[src/rtl/cmo_pkg.sv]
// Shared widths, register indexes and the configuration bundle for the
// colour matrix offset unit. No dependencies.
package cmo_pkg;

    localparam int CHAN_W   = 8;
    localparam int COEFF_W  = 16;
    localparam int ROW_W    = 3 * COEFF_W;
    localparam int OFFSET_W = 20;
    localparam int PROD_W   = COEFF_W + CHAN_W + 1;
    localparam int ACC_W    = PROD_W + 3;
    localparam int CFG_IDX_W = 2;

    typedef enum logic [CFG_IDX_W-1:0] {
        REG_RED_ROW   = 2'd0,
        REG_GREEN_ROW = 2'd1,
        REG_BLUE_ROW  = 2'd2,
        REG_OFFSET    = 2'd3
    } cfg_index_t;

    typedef struct packed {
        logic [ROW_W-1:0]    red_row;
        logic [ROW_W-1:0]    green_row;
        logic [ROW_W-1:0]    blue_row;
        logic [OFFSET_W-1:0] offset;
    } cfg_t;

endpackage

[src/rtl/rgb_color_matrix_offset_unit.sv]
// RGBA colour matrix with common offset, three channel datapaths plus
// alpha/last side band. Depends on cmo_pkg, cmo_cfg_regs, cmo_row.
// Throughput one pixel per cycle while the output is not stalled, through the
// three-stage multiply / sum / saturate pipeline.
// A finished beat held by output stall holds the whole pipeline. Reset clears
// the valid bits and loads the identity matrix with zero offset.
module rgb_color_matrix_offset_unit #(
    parameter int COEFF_FRAC_BITS = 12
) (
    input  logic                            clk,
    input  logic                            rst_n,
    input  logic                            cfg_we,
    input  logic [cmo_pkg::CFG_IDX_W-1:0]   cfg_index,
    input  logic [cmo_pkg::ROW_W-1:0]       cfg_data,
    input  logic                            in_valid,
    output logic                            in_stall,
    input  logic [cmo_pkg::CHAN_W-1:0]      red_in,
    input  logic [cmo_pkg::CHAN_W-1:0]      green_in,
    input  logic [cmo_pkg::CHAN_W-1:0]      blue_in,
    input  logic [cmo_pkg::CHAN_W-1:0]      alpha_in,
    input  logic                            last_in,
    output logic                            out_valid,
    input  logic                            out_stall,
    output logic [cmo_pkg::CHAN_W-1:0]      red_out,
    output logic [cmo_pkg::CHAN_W-1:0]      green_out,
    output logic [cmo_pkg::CHAN_W-1:0]      blue_out,
    output logic [cmo_pkg::CHAN_W-1:0]      alpha_out,
    output logic                            last_out
);
    import cmo_pkg::*;

    localparam int DEPTH = 3;

    cfg_t cfg;
    logic adv;

    logic [DEPTH-1:0]  valid_reg;
    logic [DEPTH-1:0]  valid_next;
    logic [CHAN_W-1:0] alpha_reg [DEPTH];
    logic [DEPTH-1:0]  last_reg;

    cmo_cfg_regs #(.COEFF_FRAC_BITS(COEFF_FRAC_BITS)) u_cfg (
        .clk       (clk),
        .rst_n     (rst_n),
        .cfg_we    (cfg_we),
        .cfg_index (cfg_index),
        .cfg_data  (cfg_data),
        .cfg       (cfg)
    );

    cmo_row #(.COEFF_FRAC_BITS(COEFF_FRAC_BITS)) u_red (
        .clk(clk), .adv(adv), .row(cfg.red_row), .offset(cfg.offset),
        .r(red_in), .g(green_in), .b(blue_in), .result(red_out)
    );

    cmo_row #(.COEFF_FRAC_BITS(COEFF_FRAC_BITS)) u_green (
        .clk(clk), .adv(adv), .row(cfg.green_row), .offset(cfg.offset),
        .r(red_in), .g(green_in), .b(blue_in), .result(green_out)
    );

    cmo_row #(.COEFF_FRAC_BITS(COEFF_FRAC_BITS)) u_blue (
        .clk(clk), .adv(adv), .row(cfg.blue_row), .offset(cfg.offset),
        .r(red_in), .g(green_in), .b(blue_in), .result(blue_out)
    );

    // pipeline moves unless a finished beat is held at the output
    assign adv      = !(valid_reg[DEPTH-1] && out_stall);
    assign in_stall = !adv;

    always_comb
    begin
        valid_next = {valid_reg[DEPTH-2:0], in_valid};
    end

    always_ff @(posedge clk or negedge rst_n)
    begin
        if (!rst_n)
            valid_reg <= '0;
        else if (adv)
            valid_reg <= valid_next;
    end

    always_ff @(posedge clk)
    begin
        if (adv)
        begin
            alpha_reg[0] <= alpha_in;
            last_reg[0]  <= last_in;
            for (int i = 1; i < DEPTH; i++)
            begin
                alpha_reg[i] <= alpha_reg[i-1];
                last_reg[i]  <= last_reg[i-1];
            end
        end
    end

    assign out_valid = valid_reg[DEPTH-1];
    assign alpha_out = alpha_reg[DEPTH-1];
    assign last_out  = last_reg[DEPTH-1];

`ifndef SYNTH
    a_latency: assert property (@(posedge clk) disable iff (!rst_n)
        (in_valid && !in_stall) ##1 !in_stall ##1 !in_stall |=> out_valid)
        else $error("accepted beat did not reach the output in three cycles");

    a_drain: assert property (@(posedge clk) disable iff (!rst_n)
        (out_valid && !out_stall && !valid_reg[DEPTH-2]) |=> !out_valid)
        else $error("output beat repeated after being taken");

    a_bubble: assert property (@(posedge clk) disable iff (!rst_n)
        (!in_valid && !in_stall) |=> !valid_reg[0])
        else $error("first stage valid without an input beat");
`endif

endmodule

[src/rtl/cmo_cfg_regs.sv]
// Configuration register file: three coefficient rows and the common offset.
// Depends on cmo_pkg.
module cmo_cfg_regs #(
    parameter int COEFF_FRAC_BITS = 12
) (
    input  logic                                clk,
    input  logic                                rst_n,
    input  logic                                cfg_we,
    input  logic [cmo_pkg::CFG_IDX_W-1:0]       cfg_index,
    input  logic [cmo_pkg::ROW_W-1:0]           cfg_data,
    output cmo_pkg::cfg_t                       cfg
);
    import cmo_pkg::*;

    localparam logic [ROW_W-1:0] ONE = ROW_W'(1) << COEFF_FRAC_BITS;

    cfg_t cfg_reg;
    cfg_t cfg_next;

    always_comb
    begin
        cfg_next = cfg_reg;
        if (cfg_we)
        begin
            case (cfg_index_t'(cfg_index))
                REG_RED_ROW:   cfg_next.red_row   = cfg_data;
                REG_GREEN_ROW: cfg_next.green_row = cfg_data;
                REG_BLUE_ROW:  cfg_next.blue_row  = cfg_data;
                REG_OFFSET:    cfg_next.offset    = cfg_data[OFFSET_W-1:0];
                default:       cfg_next = cfg_reg;
            endcase
        end
    end

    always_ff @(posedge clk or negedge rst_n)
    begin
        if (!rst_n)
        begin
            cfg_reg.red_row   <= ONE;
            cfg_reg.green_row <= ONE << COEFF_W;
            cfg_reg.blue_row  <= ONE << (2 * COEFF_W);
            cfg_reg.offset    <= '0;
        end
        else
        begin
            cfg_reg <= cfg_next;
        end
    end

    assign cfg = cfg_reg;

endmodule

[src/rtl/cmo_row.sv]
// Datapath for one output channel: products, sum with offset, saturation,
// one register stage each. Depends on cmo_pkg.
module cmo_row #(
    parameter int COEFF_FRAC_BITS = 12
) (
    input  logic                            clk,
    input  logic                            adv,
    input  logic [cmo_pkg::ROW_W-1:0]       row,
    input  logic [cmo_pkg::OFFSET_W-1:0]    offset,
    input  logic [cmo_pkg::CHAN_W-1:0]      r,
    input  logic [cmo_pkg::CHAN_W-1:0]      g,
    input  logic [cmo_pkg::CHAN_W-1:0]      b,
    output logic [cmo_pkg::CHAN_W-1:0]      result
);
    import cmo_pkg::*;

    localparam int SAT_LO = COEFF_FRAC_BITS + CHAN_W;

    logic signed [PROD_W-1:0] prod_reg [3];
    logic signed [PROD_W-1:0] prod_next [3];
    logic signed [ACC_W-1:0]  acc_reg;
    logic signed [ACC_W-1:0]  acc_next;
    logic [CHAN_W-1:0]        res_reg;
    logic [CHAN_W-1:0]        res_next;

    always_comb
    begin
        prod_next[0] = $signed(row[COEFF_W-1:0])           * $signed({1'b0, r});
        prod_next[1] = $signed(row[2*COEFF_W-1:COEFF_W])   * $signed({1'b0, g});
        prod_next[2] = $signed(row[3*COEFF_W-1:2*COEFF_W]) * $signed({1'b0, b});
    end

    always_comb
    begin
        acc_next = ACC_W'(prod_reg[0]) + ACC_W'(prod_reg[1]) + ACC_W'(prod_reg[2])
                 + $signed(ACC_W'(offset));
    end

    // negative to zero, 256.0 and above to full scale, fraction dropped
    always_comb
    begin
        if (acc_reg[ACC_W-1])
            res_next = '0;
        else if (|acc_reg[ACC_W-2:SAT_LO])
            res_next = '1;
        else
            res_next = acc_reg[SAT_LO-1:COEFF_FRAC_BITS];
    end

    always_ff @(posedge clk)
    begin
        if (adv)
        begin
            prod_reg <= prod_next;
            acc_reg  <= acc_next;
            res_reg  <= res_next;
        end
    end

    assign result = res_reg;

endmodule

[config.mk]
export PLATFORM = sky130hd
export DESIGN_NAME = rgb_color_matrix_offset_unit
export DESIGN_NICKNAME = d
export VERILOG_FILES = /design/src/rtl/cmo_pkg.sv /design/src/rtl/rgb_color_matrix_offset_unit.sv /design/src/rtl/cmo_cfg_regs.sv /design/src/rtl/cmo_row.sv
export SDC_FILE = /design/constraint.sdc
export NUM_CORES = 2
export LEC_CHECK = 0
export BUFFER_PORTS_ARGS = -buffer_cell sky130_fd_sc_hd__buf_4
export CORE_ASPECT_RATIO = 0.5
export CORE_MARGIN = 10
export CORE_UTILIZATION = 61
export CTS_CLUSTER_SIZE = 10
export DETAILED_ROUTE_END_ITERATION = 16
export PLACE_DENSITY = 0.78
export RECOVER_POWER = 100
export SYNTH_ARGS = -nofsm -noshare
export SYNTH_HDL_FRONTEND = slang
export SYNTH_SLANG_ARGS = --single-unit
[constraint.sdc]
create_clock -name clk -period 28.4 [get_ports clk]
set_input_delay 5.68 -clock clk [delete_from_list [all_inputs] [get_ports clk]]
set_output_delay 5.68 -clock clk [all_outputs]
set_load 0.005 [all_outputs]
==> flow_summary_export.csv <==
group,metric,value,unit
critical_path,reg2reg_from,"valid_reg[2]",
floorplanning,core,106000,um2
finish,area_growth,5.66,%
sta,min_period_over_period,46.5,%
finish,final_nets,8307,
sta,fmax,75.7,MHz
detailed_routing,ant_nets,0,
clock_network,htree_num_levels,2,
logic_synthesis,avgSynthCellArea,9.83,um2
logic_synthesis,synth_cell_types,90,
critical_path,crit_slowest_cell,"clkbuf_1",
detailed_routing,drt_iter0_drc,3389,
logic_synthesis,ys_seq_area_share,21.3,%
detailed_routing,post_drt_wl_per_cell,19.3,um
logic_synthesis,synthCells,6633,
placed_design,hpwl,124000,um
critical_path,critPathRequiredTime,28.20,ns
logic_synthesis,synth-edff-count,324,
floorplanning,chipWidth,482,um
detailed_routing,drc_errors,0,
floorplanning,ios,123,
placed_design,io_buffers,122,
clock_network,cts_tree,"yes",
clock_network,worst_skew_pair.late_latency,0.68,ns
clock_network,cts_setup_buffers,0,
sta,worst_pin_slew,4.55,ns
sta,rsz0062_at_grt,"no",
finish,fin_util,65.3,%
finish,design_area,68900,um2
floorplanning,die-area,121000,um2
floorplanning,num_rows,84,
logic_synthesis,synth-seq-cells,491,
detailed_routing,drt_first_pass_iters,6,
sta,slew_headroom,-203,%
grt,antenna_found_initial,5,
clock_network,clk_pin_slew,0.06,ns
finish,drive_gt1_share,5.60,%
logic_synthesis,synth_area,65200,um2
logic_synthesis,synth_top_area_share,30.6,%
grt,grt_pass1_wl,254000,um
grt,track_usage,26.3,%
clock_network,cts-root-buf,"clkbuf_16",
critical_path,path_class,"in2async",
sta,fin_skew,0.0445,ns
clock_network,cts.sinks,491,
critical_path,cpPeakStageDelay,3.02,ns
grt,grt_pass1_vias,47700,
logic_synthesis,synth_top_area_cell,"fa_1",
critical_path,cp.arrival,13.00,ns
logic_synthesis,ys.warnings.count,0,
floorplanning,initial_core_util,61.8,%
critical_path,crit_path_cell_trace,"clkbuf_1, clkbuf_1, clkbuf_1",
critical_path,ff2ff_setup_slack,21.77,ns
status,violations,"capacitance limit, slew limit",
grt,grt_max_degree,87,
sta,tns,0,ns
finish,largest_reg_flops,164,
min_path,hold_depth,0,
logic_synthesis,synth_ff_type,"edfxtp_1",
placed_design,place.gp.congestion,0.937,
sta,maxSlewViolCount,804,
critical_path,r2r-end,"u_blue.prod_reg[74]",
floorplanning,die_h,251,um
min_path,hp-class,"reg2reg",
finish,n_antenna_cell,0,
grt,grt_overflow,0,
clock_network,ctsHoldBuffers,0,
detailed_routing,via_count,45500,
detailed_routing,drt_wl_total,156000,um
clock_network,ctsResizeCount,0,
critical_path,cp_common_cell,"clkbuf_1",
clock_network,clockBufferDepth,3,
sta,min_period,13.20,ns
critical_path,cp-end-kind,"async pin",
flow_run,cap_violations,15,
critical_path,crit_start,"rst_n",
detailed_routing,vias_per_cell,5.62,
min_path,hold_end,"last_reg[1]",
sta,hold_viol,0,
status,status,"complete, but fails checks",
min_path,hp-start,"last_reg[0]",
placed_design,place_area,67200,um2
critical_path,crit_fanout,72,
critical_path,start_kind,"input port",
sta,setup_viol,0,
logic_synthesis,yosys-top-cells-area,"fa_1 31%, edfxtp_1 15%, ha_1 11%, inv_1 8.7%, dfrtp_1 6.3%",
clock_network,cts_buffers,58,
critical_path,r2r_cells,3,
logic_synthesis,synth-async-reset-ratio,34.0,%
logic_synthesis,synthesis.nets,8308,
cells in the mapped netlist (all sizes together) (69+ instances only):
cell type	number
a21oi	230
o21ai	112
dfrtp	164
a21o	85
fa	996
xnor2	216
and2	627
nor3	69
ha	591
xor2	72
edfxtp	324
mux2	166
clkbuf	171
nand2	656
nor2	147
inv	1507
metal layers:
| metal | global-route usage, % | routed length (um) |
|---|---|---|
| met2 | 40.0 | 67700 |
| met1 | 37.9 | 68400 |
| met3 | 5.85 | 15000 |
| met5 | 0 | 0 |
| met4 | 7.98 | 5070 |
metrics by stage:
step | instances | worst slack (ns) | hold WS (ns)
after floorplan | 6633 | 9.78 | 0.400
after global placement | 7991 | 16.50 | 0.401
after detailed placement | 7991 | 16.50 | 0.405
after CTS | 8100 | 16.50 | 0.414
after global routing | 8100 | 13.68 | 0.422
final | 8100 | 15.20 | 0.413
worst max-delay path: cells and delay by family:
| kind | cells | cell delay (ns) |
|---|---|---|
| buffers and inverters | 3 | 7.19 |
cell families (layout without fill, tap and decap cells):
group                    after synthesis  count (layout)  synth area share (%)
AO/OA/AOI/OAI                        648             648                  6.44
XOR/XNOR                             288             288                  3.88
adder cells (fa/ha/maj)             1587            1587                  41.9
buffers and inverters               1700            1748                  9.84
flip-flops                           491             491                  21.3
multiplexers                         171             171                  2.95
AND/OR/NAND/NOR                     1748            1748                  13.6
cell type report:
type                    count  area, um2
clock buffers             101       1680
inverters                1507       5660
flip-flops and latches    491      13900
multi-input cells        4442      44800
repair buffers            132        871
well taps                1419       1780
clock inverters             8        158
fillers                  8230      36700
worst max-delay path by stage:
stage / endpoint / slack (ns)
detailed placement: in_stall / 16.50
finish: u_cfg.cfg[79] / 15.20
floorplan: in_stall / 9.78
global route: u_cfg.cfg[77] / 13.68
CTS: in_stall / 16.50
global placement: in_stall / 16.50
cells in the final DEF (no fill, tap or decap), types with 59 or more instances in the layout:
cell / instances
mux2_2: 166
nor3_1: 68
nand2_1: 656
buf_4: 72
inv_1: 1507
xor2_1: 72
and2_1: 612
o21ai_0: 111
a21o_1: 85
clkbuf_16: 59
clkbuf_1: 69
xnor2_1: 215
fa_1: 996
a21oi_1: 227
ha_1: 591
dfrtp_1: 164
nor2_1: 147
edfxtp_1: 324
Power is not shown: default switching activity piles up to over one toggle a cycle in this logic, so the estimate is an artifact.
